<file path="src/rtl/core/nts_pkg.sv">
// Shared types and constants for the note table sequencer.
// No dependencies; imported by the core, controller, datapath and checker.

package nts_pkg;

   localparam int NREGS       = 3;
   localparam int MAX_VOICES  = 8;
   localparam int VOICE_IDX_W = 3;
   localparam int FREQ_W      = 16;
   localparam int DUR_W       = 8;
   localparam int ENTRY_W     = FREQ_W + DUR_W;

   typedef enum logic [1:0] {
      FUNC_TICK = 2'd0,
      FUNC_PLAY = 2'd1,
      FUNC_STOP = 2'd2,
      FUNC_LOAD = 2'd3
   } func_type;

   localparam logic [1:0] KIND_REST   = 2'd0;
   localparam logic [1:0] KIND_NOTE   = 2'd1;
   localparam logic [1:0] KIND_SILENT = 2'd2;

   localparam logic [1:0] REG_LENGTH_VOICE0 = 2'd0;
   localparam logic [1:0] REG_LENGTH_VOICE1 = 2'd1;
   localparam logic [1:0] REG_LENGTH_VOICE2 = 2'd2;

   typedef struct packed {
      logic                   accept;
      logic                   rd_issue;
      logic                   emit_note;
      logic                   emit_silent;
      logic                   last;
      logic [VOICE_IDX_W-1:0] voice;
      func_type               func;
   } nts_cmd_type;

   typedef struct packed {
      logic                  out_free;
      logic [MAX_VOICES-1:0] trig_mask;
   } nts_status_type;

endpackage

</file>
<file path="src/rtl/core/nts_ctrl.sv">
// Sequencer controller: accepts transactions and walks the voices one at a time.
// Depends on nts_pkg; drives nts_datapath through nts_cmd_type.

module nts_ctrl #(
   parameter int VOICE_COUNT = 3
) (
   input  logic                    clock,
   input  logic                    reset,
   input  logic                    req_valid,
   output logic                    req_stall,
   input  logic [1:0]              req_func,
   input  nts_pkg::nts_status_type status,
   output nts_pkg::nts_cmd_type    cmd
);
   import nts_pkg::*;

   typedef enum logic [1:0] {
      S_IDLE,
      S_SCAN,
      S_EMIT,
      S_SILENT
   } state_type;

   localparam logic [VOICE_IDX_W-1:0] LAST_VOICE = VOICE_IDX_W'(VOICE_COUNT - 1);
   localparam logic [MAX_VOICES-1:0]  PLAY_MASK  =
      MAX_VOICES'((32'd1 << VOICE_COUNT) - 32'd1);

   state_type              state_ff, state_in;
   logic [VOICE_IDX_W-1:0] voice_ff, voice_in;
   logic [MAX_VOICES-1:0]  mask_ff, mask_in;
   func_type               func_ff, func_in;
   logic [MAX_VOICES-1:0]  upper_mask;

   assign upper_mask = ~((MAX_VOICES'(2) << voice_ff) - MAX_VOICES'(1));
   assign req_stall  = (state_ff != S_IDLE);

   always_comb begin
      state_in        = state_ff;
      voice_in        = voice_ff;
      mask_in         = mask_ff;
      func_in         = func_ff;
      cmd             = '0;
      cmd.voice       = voice_ff;
      cmd.func        = func_ff;
      cmd.last        = ((mask_ff & upper_mask) == '0);
      case (state_ff)
         S_IDLE: begin
            if (req_valid) begin
               cmd.accept = 1'b1;
               func_in    = func_type'(req_func);
               voice_in   = '0;
               case (func_type'(req_func))
                  FUNC_TICK: begin
                     mask_in  = status.trig_mask;
                     state_in = S_SCAN;
                  end
                  FUNC_PLAY: begin
                     mask_in  = PLAY_MASK;
                     state_in = S_SCAN;
                  end
                  FUNC_STOP: begin
                     state_in = S_SILENT;
                  end
                  default: begin
                     state_in = S_IDLE;
                  end
               endcase
            end
         end
         S_SCAN: begin
            if (mask_ff[voice_ff]) begin
               cmd.rd_issue = 1'b1;
               state_in     = S_EMIT;
            end else if (voice_ff == LAST_VOICE) begin
               state_in = S_IDLE;
            end else begin
               voice_in = voice_ff + 1'b1;
            end
         end
         S_EMIT: begin
            if (status.out_free) begin
               cmd.emit_note = 1'b1;
               if (cmd.last) begin
                  state_in = S_IDLE;
               end else begin
                  voice_in = voice_ff + 1'b1;
                  state_in = S_SCAN;
               end
            end
         end
         S_SILENT: begin
            if (status.out_free) begin
               cmd.emit_silent = 1'b1;
               state_in        = S_IDLE;
            end
         end
         default: begin
            state_in = S_IDLE;
         end
      endcase
   end

   always_ff @(posedge clock) begin
      if (reset) begin
         state_ff <= S_IDLE;
         voice_ff <= '0;
         mask_ff  <= '0;
         func_ff  <= FUNC_TICK;
      end else begin
         state_ff <= state_in;
         voice_ff <= voice_in;
         mask_ff  <= mask_in;
         func_ff  <= func_in;
      end
   end

endmodule

</file>
<file path="config.mk">
export PLATFORM = sky130hd
export DESIGN_NAME = nts_ctrl
export DESIGN_NICKNAME = d
export VERILOG_FILES = /design/src/rtl/core/nts_pkg.sv /design/src/rtl/core/nts_ctrl.sv
export SDC_FILE = /design/constraint.sdc
export NUM_CORES = 1
export LEC_CHECK = 0
export ABC_AREA = 1
export BUFFER_PORTS_ARGS = -buffer_cell sky130_fd_sc_hd__buf_2
export CORE_UTILIZATION = 52
export CTS_CLUSTER_DIAMETER = 40
export DETAILED_ROUTE_END_ITERATION = 10
export GPL_TIMING_DRIVEN = 0
export PLACE_DENSITY = 0.76
export SYNTH_ARGS = -nofsm -noshare
export SYNTH_HDL_FRONTEND = slang
export SYNTH_SLANG_ARGS = --single-unit
export TNS_END_PERCENT = 100
</file>
<file path="constraint.sdc">
create_clock -name clock -period 1.91 [get_ports clock]
set_input_delay 0.0955 -clock clock [delete_from_list [all_inputs] [get_ports clock]]
set_output_delay 0.0955 -clock clock [all_outputs]
set_load 0.01 [all_outputs]
</file>
==> impl_metrics.csv, run 1 <==
group,metric,value,unit
logic_synthesis,synth.top_cells.by_count,"45 x nand2_1, 21 x inv_1, 17 x nor2_1",
logic_synthesis,ys_async_sr_fraction,0,%
routing,drtIter0Drc,16,
layout,n_fill_cell,180,
clock_tree,cts_made_buffers,3,
logic_synthesis,ys_seq_area_share,28.4,%
setup_path,reg2reg_depth,11,
routing,avgViaCountPerCell,5.10,
layout,fin_nets,216,
run,maxCapViolCount,0,
timing,min_period,1.80,ns
logic_synthesis,synth_edf_count,0,
layout,drive_above_1_share,25.0,%
logic_synthesis,synthFlopType,"dfxtp_1",
logic_synthesis,synth.area.top_cells,"dfxtp_1 28%, nand2_1 16%, ha_1 11%",
pwr,swShare,49.5,%
pwr,ir_worst_vdd,1.09,mV
global_route,antenna_found_initial,0,
logic_synthesis,yosysWarnings,0,
logic_synthesis,synthDistinctLibCells,24,
timing,setup-tns-final,0,ns
timing,rsz0062_at_grt,"no",
setup_path,critPathKind,"reg2out",
logic_synthesis,synth_area_per_cell,6.42,um^2
timing,finalCritPeriodShare,94.3,%
routing,dr.pass1.iters,4,
logic_synthesis,syn_area,1060,um^2
timing,skew,0.00307,ns
setup_path,cp.required,1.81,ns
logic_synthesis,synthesis.instances,165,
place,place.gp.congestion,0.870,
layout,synthToLayoutAreaGrowth,17.0,%
setup_path,timing.rr.end,"voice_ff[1]",
pwr,power.internal,0.904,mW
clock_tree,clk_path_buf_depth,2,
floorplanning,pin_count,25,
routing,routedWlPerCell,11.2,um
logic_synthesis,synth_seq_cells,15,
setup_path,end_kind,"output pin",
global_route,grt_overflow,0,
clock_tree,clk_pin_slew_worst_paths,0.09,ns
setup_path,crit_top_cell,"nand2_1",
setup_path,path_delay_family,"flip-flops",
clock_tree,cts_hold_buf,0,
clock_tree,cts_tree,"yes",
global_route,grt_pass1_wl,3850,um
worst_hold_path,min_path_cells,3,
setup_path,slowest_delay,0.39,ns
pwr,clockPowerShare,10.5,%
layout,num_antenna_cells,0,
worst_hold_path,hold_end,"func_ff[1]",
setup_path,reg2reg_from,"voice_ff[0]",
clock_tree,cts-htree-levels,1,
timing,tightest_slew,0.432,ns
clock_tree,cts-root-buf,"clkbuf_4",
floorplanning,initial_utilization,58.1,%
setup_path,start_kind,"flop",
timing,finalSetupViolCount,0,
setup_path,worstPathMaxFanout,9,
pwr,combPwrFrac,62.5,%
routing,wl,2430,um
pwr,switching_power,0.888,mW
layout,fin_util,68.0,%
floorplanning,die-area,2220,um^2
logic_synthesis,postSynthNetCount,188,
global_route,grtUsageTotal,24.8,%
setup_path,crit_cells,11,
floorplanning,die_w,47.1,um
clock_tree,cts.sinks,15,
setup_path,slowest_stage,"dfxtp_4",
logic_synthesis,yosysTopAreaCell,"dfxtp_1",
timing,max_freq,555,MHz
worst_hold_path,worstHoldStart,"req_func[1]",
floorplanning,core,1820,um^2
floorplanning,die_height,47.1,um
setup_path,crit_chain,"inv_2 > ha_2 > inv_1 > nand2_1 > nand2_1 > nand2_1 > nand2_1 > nor2_2 > nand2_1 > inv_2 > buf_2",
pwr,cellLeakagePower,0.676,nW
logic_synthesis,synth_most_common_cell,"nand2_1",
setup_path,path_buf_inv,4,
setup_path,critPathLaunch,"voice_ff[0]",
worst_hold_path,hold_path.class,"in2reg",
global_route,first_global_vias,940,
clock_tree,clk_latency,0.29,ns
setup_path,ff2ff_setup_slack,0.25,ns
run_status,status,"completed",
routing,vias,1107,
pwr,pwr-share-seq,27.0,%
place,dp_hpwl,1860,um
global_route,grt_max_degree,11,
logic_synthesis,synth_top_area_share,28.4,%
timing,maxSlewHeadroom,71.2,%
setup_path,cp.arrival,1.71,ns
timing,finalMaxSlewViolations,0,
routing,ant_nets,0,
routing,drcViolationCount,0,
pwr,power_density,1450,nW/um^2
floorplanning,rows,15,
place,numPortBuffers,23,
timing,finalHoldViolations,0,
per-layer routing:
metal	global-route usage (%)	share of wire, %	vias up
met3	5.38	4.7	2
li1	-	-	582
met4	9.71	0.70	0
met1	34.0	50	499
met5	0	0	-
met2	38.1	44	24
final cells by class:
cell class / count / area [um^2] / area share [%]
Multi-Input combinational cell: 117 / 636 / 51.3
Tap cell: 25 / 31.3 / 2.53
Timing Repair Buffer: 23 / 115 / 9.29
Inverter: 31 / 116 / 9.39
Sequential cell: 15 / 305 / 24.6
Clock buffer: 4 / 26.3 / 2.12
Buffer: 2 / 8.76 / 0.707
worst reg2reg max path: stages (launching register included):
cell and delay (ns):
dfxtp_4 0.42, inv_2 0.10, ha_1 0.25, nor2_1 0.12, nand2_1 0.07, nand3_1 0.07, nand3_1 0.11, nand3_2 0.14
clkinv_1 0.08, nor2_2 0.12, nor2_1 0.05, nor2_1 0.09
flip-flops by register name (all words and copies together), names as in the netlist:
name / count
voice_ff: 3
mask_ff: 8
func_ff: 2
state_ff: 2
worst max path at each step:
stage                        to  slack, ns
floorplan           voice_ff[1]       0.27
global placement    voice_ff[1]       0.11
detailed placement  voice_ff[1]       0.04
CTS                      cmd[5]       0.01
global route             cmd[5]       0.01
finish                   cmd[5]       0.11
layout by cell type (no fill, tap or decap):
cell / count
inv_1: 21
a211oi_1: 9
o21ai_1: 2
nand4_1: 2
nand2_1: 45
nor3_1: 3
o21ai_0: 1
a21oi_1: 8
dfxtp_1: 13
or2_2: 1
dfxtp_2: 1
nor2_2: 2
nor2_4: 1
inv_2: 9
nand3_1: 11
a21oi_2: 1
nand2_2: 1
ha_2: 1
nand3_2: 2
nand2_4: 1
ha_1: 8
nor2_1: 17
buf_2: 24
clkbuf_1: 2
clkinv_1: 1
dfxtp_4: 1
clkbuf_4: 3
o22ai_1: 1
stage by stage:
step	cell area (um^2)	worst slack [ns]	power [mW]	instances	hold WS [ns]
floorplan	1060	0.266	1.32	165	0.251
detailed placement	1200	0.0356	1.58	213	0.410
CTS	1230	0.0101	1.78	217	0.105
global placement	1200	0.112	1.55	213	0.382
global route	1240	0.0100	1.96	217	0.121
finish	1240	0.109	1.79	217	0.112
power by group through the flow:
| stage | Clock [mW] | Sequential [mW] | Combinational (mW) |
|---|---|---|---|
| finish | 0.188 | 0.484 | 1.12 |
| global placement | 0 | 0.480 | 1.07 |
| global route | 0.204 | 0.495 | 1.26 |
| detailed placement | 0 | 0.484 | 1.10 |
| floorplan | 0 | 0.479 | 0.842 |
| CTS | 0.194 | 0.479 | 1.11 |
repair_timing:
item / in CTS / in global routing
gates resized for setup: 1 / 3
endpoints found under the setup margin: 2 / 3
setup buffers: 0 / 0
logic make-up after synthesis:
family                     synth area share [%]
AOI/OAI and AO/OA                          13.0
adders and majority gates                  10.6
buffers and inverters                      11.8
DFF                                        28.4
and+or+nand+nor                            36.2
No activity file was read; power rests on OpenSTA's default activity.
==> run 2, diff against run 1 <==
Settings changed: PLACE_DENSITY 0.76 to default, PLACE_DENSITY_LB_ADDON from default to 0.1.
==> impl_metrics.csv, run 2 (same netlist as run 1, synthesis figures left out) <==
group,metric,value,unit
global_route,met3_usage,2.31,%
setup_path,critPathLaunch,"voice_ff[1]",
routing,wl,2270,um
setup_path,start_kind,"flop",
setup_path,critPathKind,"reg2out",
global_route,grtUsageTotal,23.2,%
timing,skew,0.00295,ns
global_route,grt_max_degree,11,
worst_hold_path,hold_end,"func_ff[1]",
timing,finalCritPeriodShare,93.1,%
worst_hold_path,hold_path.class,"in2reg",
layout,num_antenna_cells,0,
layout,top_register,"mask_ff",
layout,synthToLayoutAreaGrowth,18.1,%
worst_hold_path,worstHoldStart,"req_func[1]",
global_route,grt_use_met1,31.4,%
floorplanning,rows,15,
setup_path,timing.rr.end,"voice_ff[2]",
layout,largest_reg_flops,8,
setup_path,ff2ff_setup_slack,0.27,ns
setup_path,crit_chain,"inv_2 > ha_1 > nor2_1 > nand2_1 > nand3_1 > nand3_1 > nand2_1 > inv_2 > buf_2",
layout,reg_top3,"mask_ff (8), voice_ff (3)",
setup_path,path_delay_family,"simple AND/OR/NAND/NOR gates",
floorplanning,die_w,47.1,um
setup_path,cp.arrival,1.68,ns
floorplanning,die_height,47.1,um
place,numPortBuffers,23,
layout,final_cell_mix,"45 x nand2_1, 24 x buf_2, 21 x inv_1, 17 x nor2_1, 13 x dfxtp_1",
global_route,antenna_found_initial,0,
place,dpl.cell_count,213,
timing,finalMaxSlewViolations,0,
setup_path,path_buf_inv,3,
layout,layout_commonest_cell,"nand2_1",
clock_tree,clk_pin_slew_worst_paths,0.10,ns
clock_tree,cts.sinks,15,
floorplanning,die-area,2220,um^2
floorplanning,pin_count,25,
timing,finalHoldViolations,0,
routing,routedWlPerCell,10.4,um
timing,worst_slack,0.132,ns
routing,vias,1107,
timing,setup-tns-final,0,ns
pwr,cellLeakagePower,0.681,nW
setup_path,cp.required,1.81,ns
place,place.gp.congestion,0.871,
routing,avgViaCountPerCell,5.10,
timing,tightest_slew,0.416,ns
layout,stdcell_count,217,
pwr,ir_worst_vdd,0.963,mV
clock_tree,cts_tree,"yes",
timing,max_freq,562,MHz
floorplanning,initial_utilization,58.1,%
place,dp_hpwl,1780,um
layout,fin_nets,216,
pwr,power_density,1420,nW/um^2
worst_hold_path,min_path_cells,3,
global_route,grt_util_met2,36.4,%
timing,finalSetupViolCount,0,
timing,maxSlewHeadroom,72.3,%
routing,dr.pass1.iters,4,
clock_tree,cts_setup_buffers,0,
global_route,grt_pass1_wl,3590,um
setup_path,reg2reg_depth,11,
layout,drive_above_1_share,25.5,%
routing,drcViolationCount,0,
pwr,fin_total_pwr,1.77,mW
clock_tree,cts-root-buf,"clkbuf_4",
clock_tree,clk_path_buf_depth,2,
setup_path,end_kind,"output pin",
clock_tree,cts_made_buffers,3,
place,pre_cts_slack,0.0831,ns
global_route,grt_overflow,0,
setup_path,reg2reg_from,"voice_ff[1]",
floorplanning,core,1820,um^2
setup_path,worstPathMaxFanout,9,
global_route,first_global_vias,869,
setup_path,slowest_delay,0.45,ns
global_route,busiest_layer,"met2",
routing,drtIter0Drc,16,
clock_tree,clk_latency,0.29,ns
routing,ant_nets,0,
timing,min_period,1.78,ns
run,maxCapViolCount,0,
run_status,status,"completed",
clock_tree,cts-htree-levels,1,
timing,rsz0062_at_grt,"no",
setup_path,slowest_stage,"dfxtp_2",
layout,fin_util,68.7,%
-- run 2: changes by cell type in the layout (fill, tap and decap cells not counted), sizes merged --
cell and delta:
clkbuf -1, clkinv +1
-- run 2: how the worst max path moves through the flow --
stage / to / slack, ns / cells past startpoint
6_report: cmd[5] / 0.13 / 9
5_1_grt: cmd[5] / 0.02 / 9
4_1_cts: cmd[5] / 0.004 / 10
3_3_place_gp: voice_ff[1] / 0.12 / 11
3_5_place_dp: voice_ff[1] / 0.08 / 11
2_1_floorplan: voice_ff[1] / 0.27 / 11
-- run 2: metal layers --
| layer | vias up | wire, um |
|---|---|---|
| met5 | - | 0 |
| met4 | 0 | 44 |
| met3 | 5 | 88 |
| met2 | 35 | 1000 |
| met1 | 493 | 1130 |
| li1 | 574 | - |
-- run 2: worst reg2reg max path, delay by kind of cell (launching register included) --
kind / cells / cell delay (ns)
AND/OR/NAND/NOR: 8 / 0.74
flip-flops: 1 / 0.45
adder cells (fa/ha/maj): 1 / 0.22
buffers and inverters: 2 / 0.17
-- run 2: area by class of cell --
type / count / area, um^2
Tap cell: 25 / 31.3
Clock inverter: 1 / 5.00
Fill cell: 186 / 571
Timing Repair Buffer: 23 / 115
Multi-Input combinational cell: 117 / 646
Inverter: 31 / 116
Clock buffer: 3 / 22.5
Sequential cell: 15 / 305
Buffer: 2 / 8.76
-- run 2: where the power goes --
part | leakage, nW | internal, mW | switching (mW)
clock | 0.0177 | 0.0779 | 0.109
sequential | 0.125 | 0.402 | 0.0800
combinational | 0.539 | 0.425 | 0.680
total | 0.681 | 0.904 | 0.869
-- run 2: what timing repair did --
item,in CTS,in global routing
resized for setup,1,4
hold buffers,0,0
setup endpoints to repair,1,1
-- run 2: through the flow --
step	instance area, um^2	hold WS [ns]
detailed placement	1200	0.386
global placement	1200	0.378
floorplan	1060	0.251
finish	1250	0.0865
CTS	1230	0.0850
global route	1250	0.113
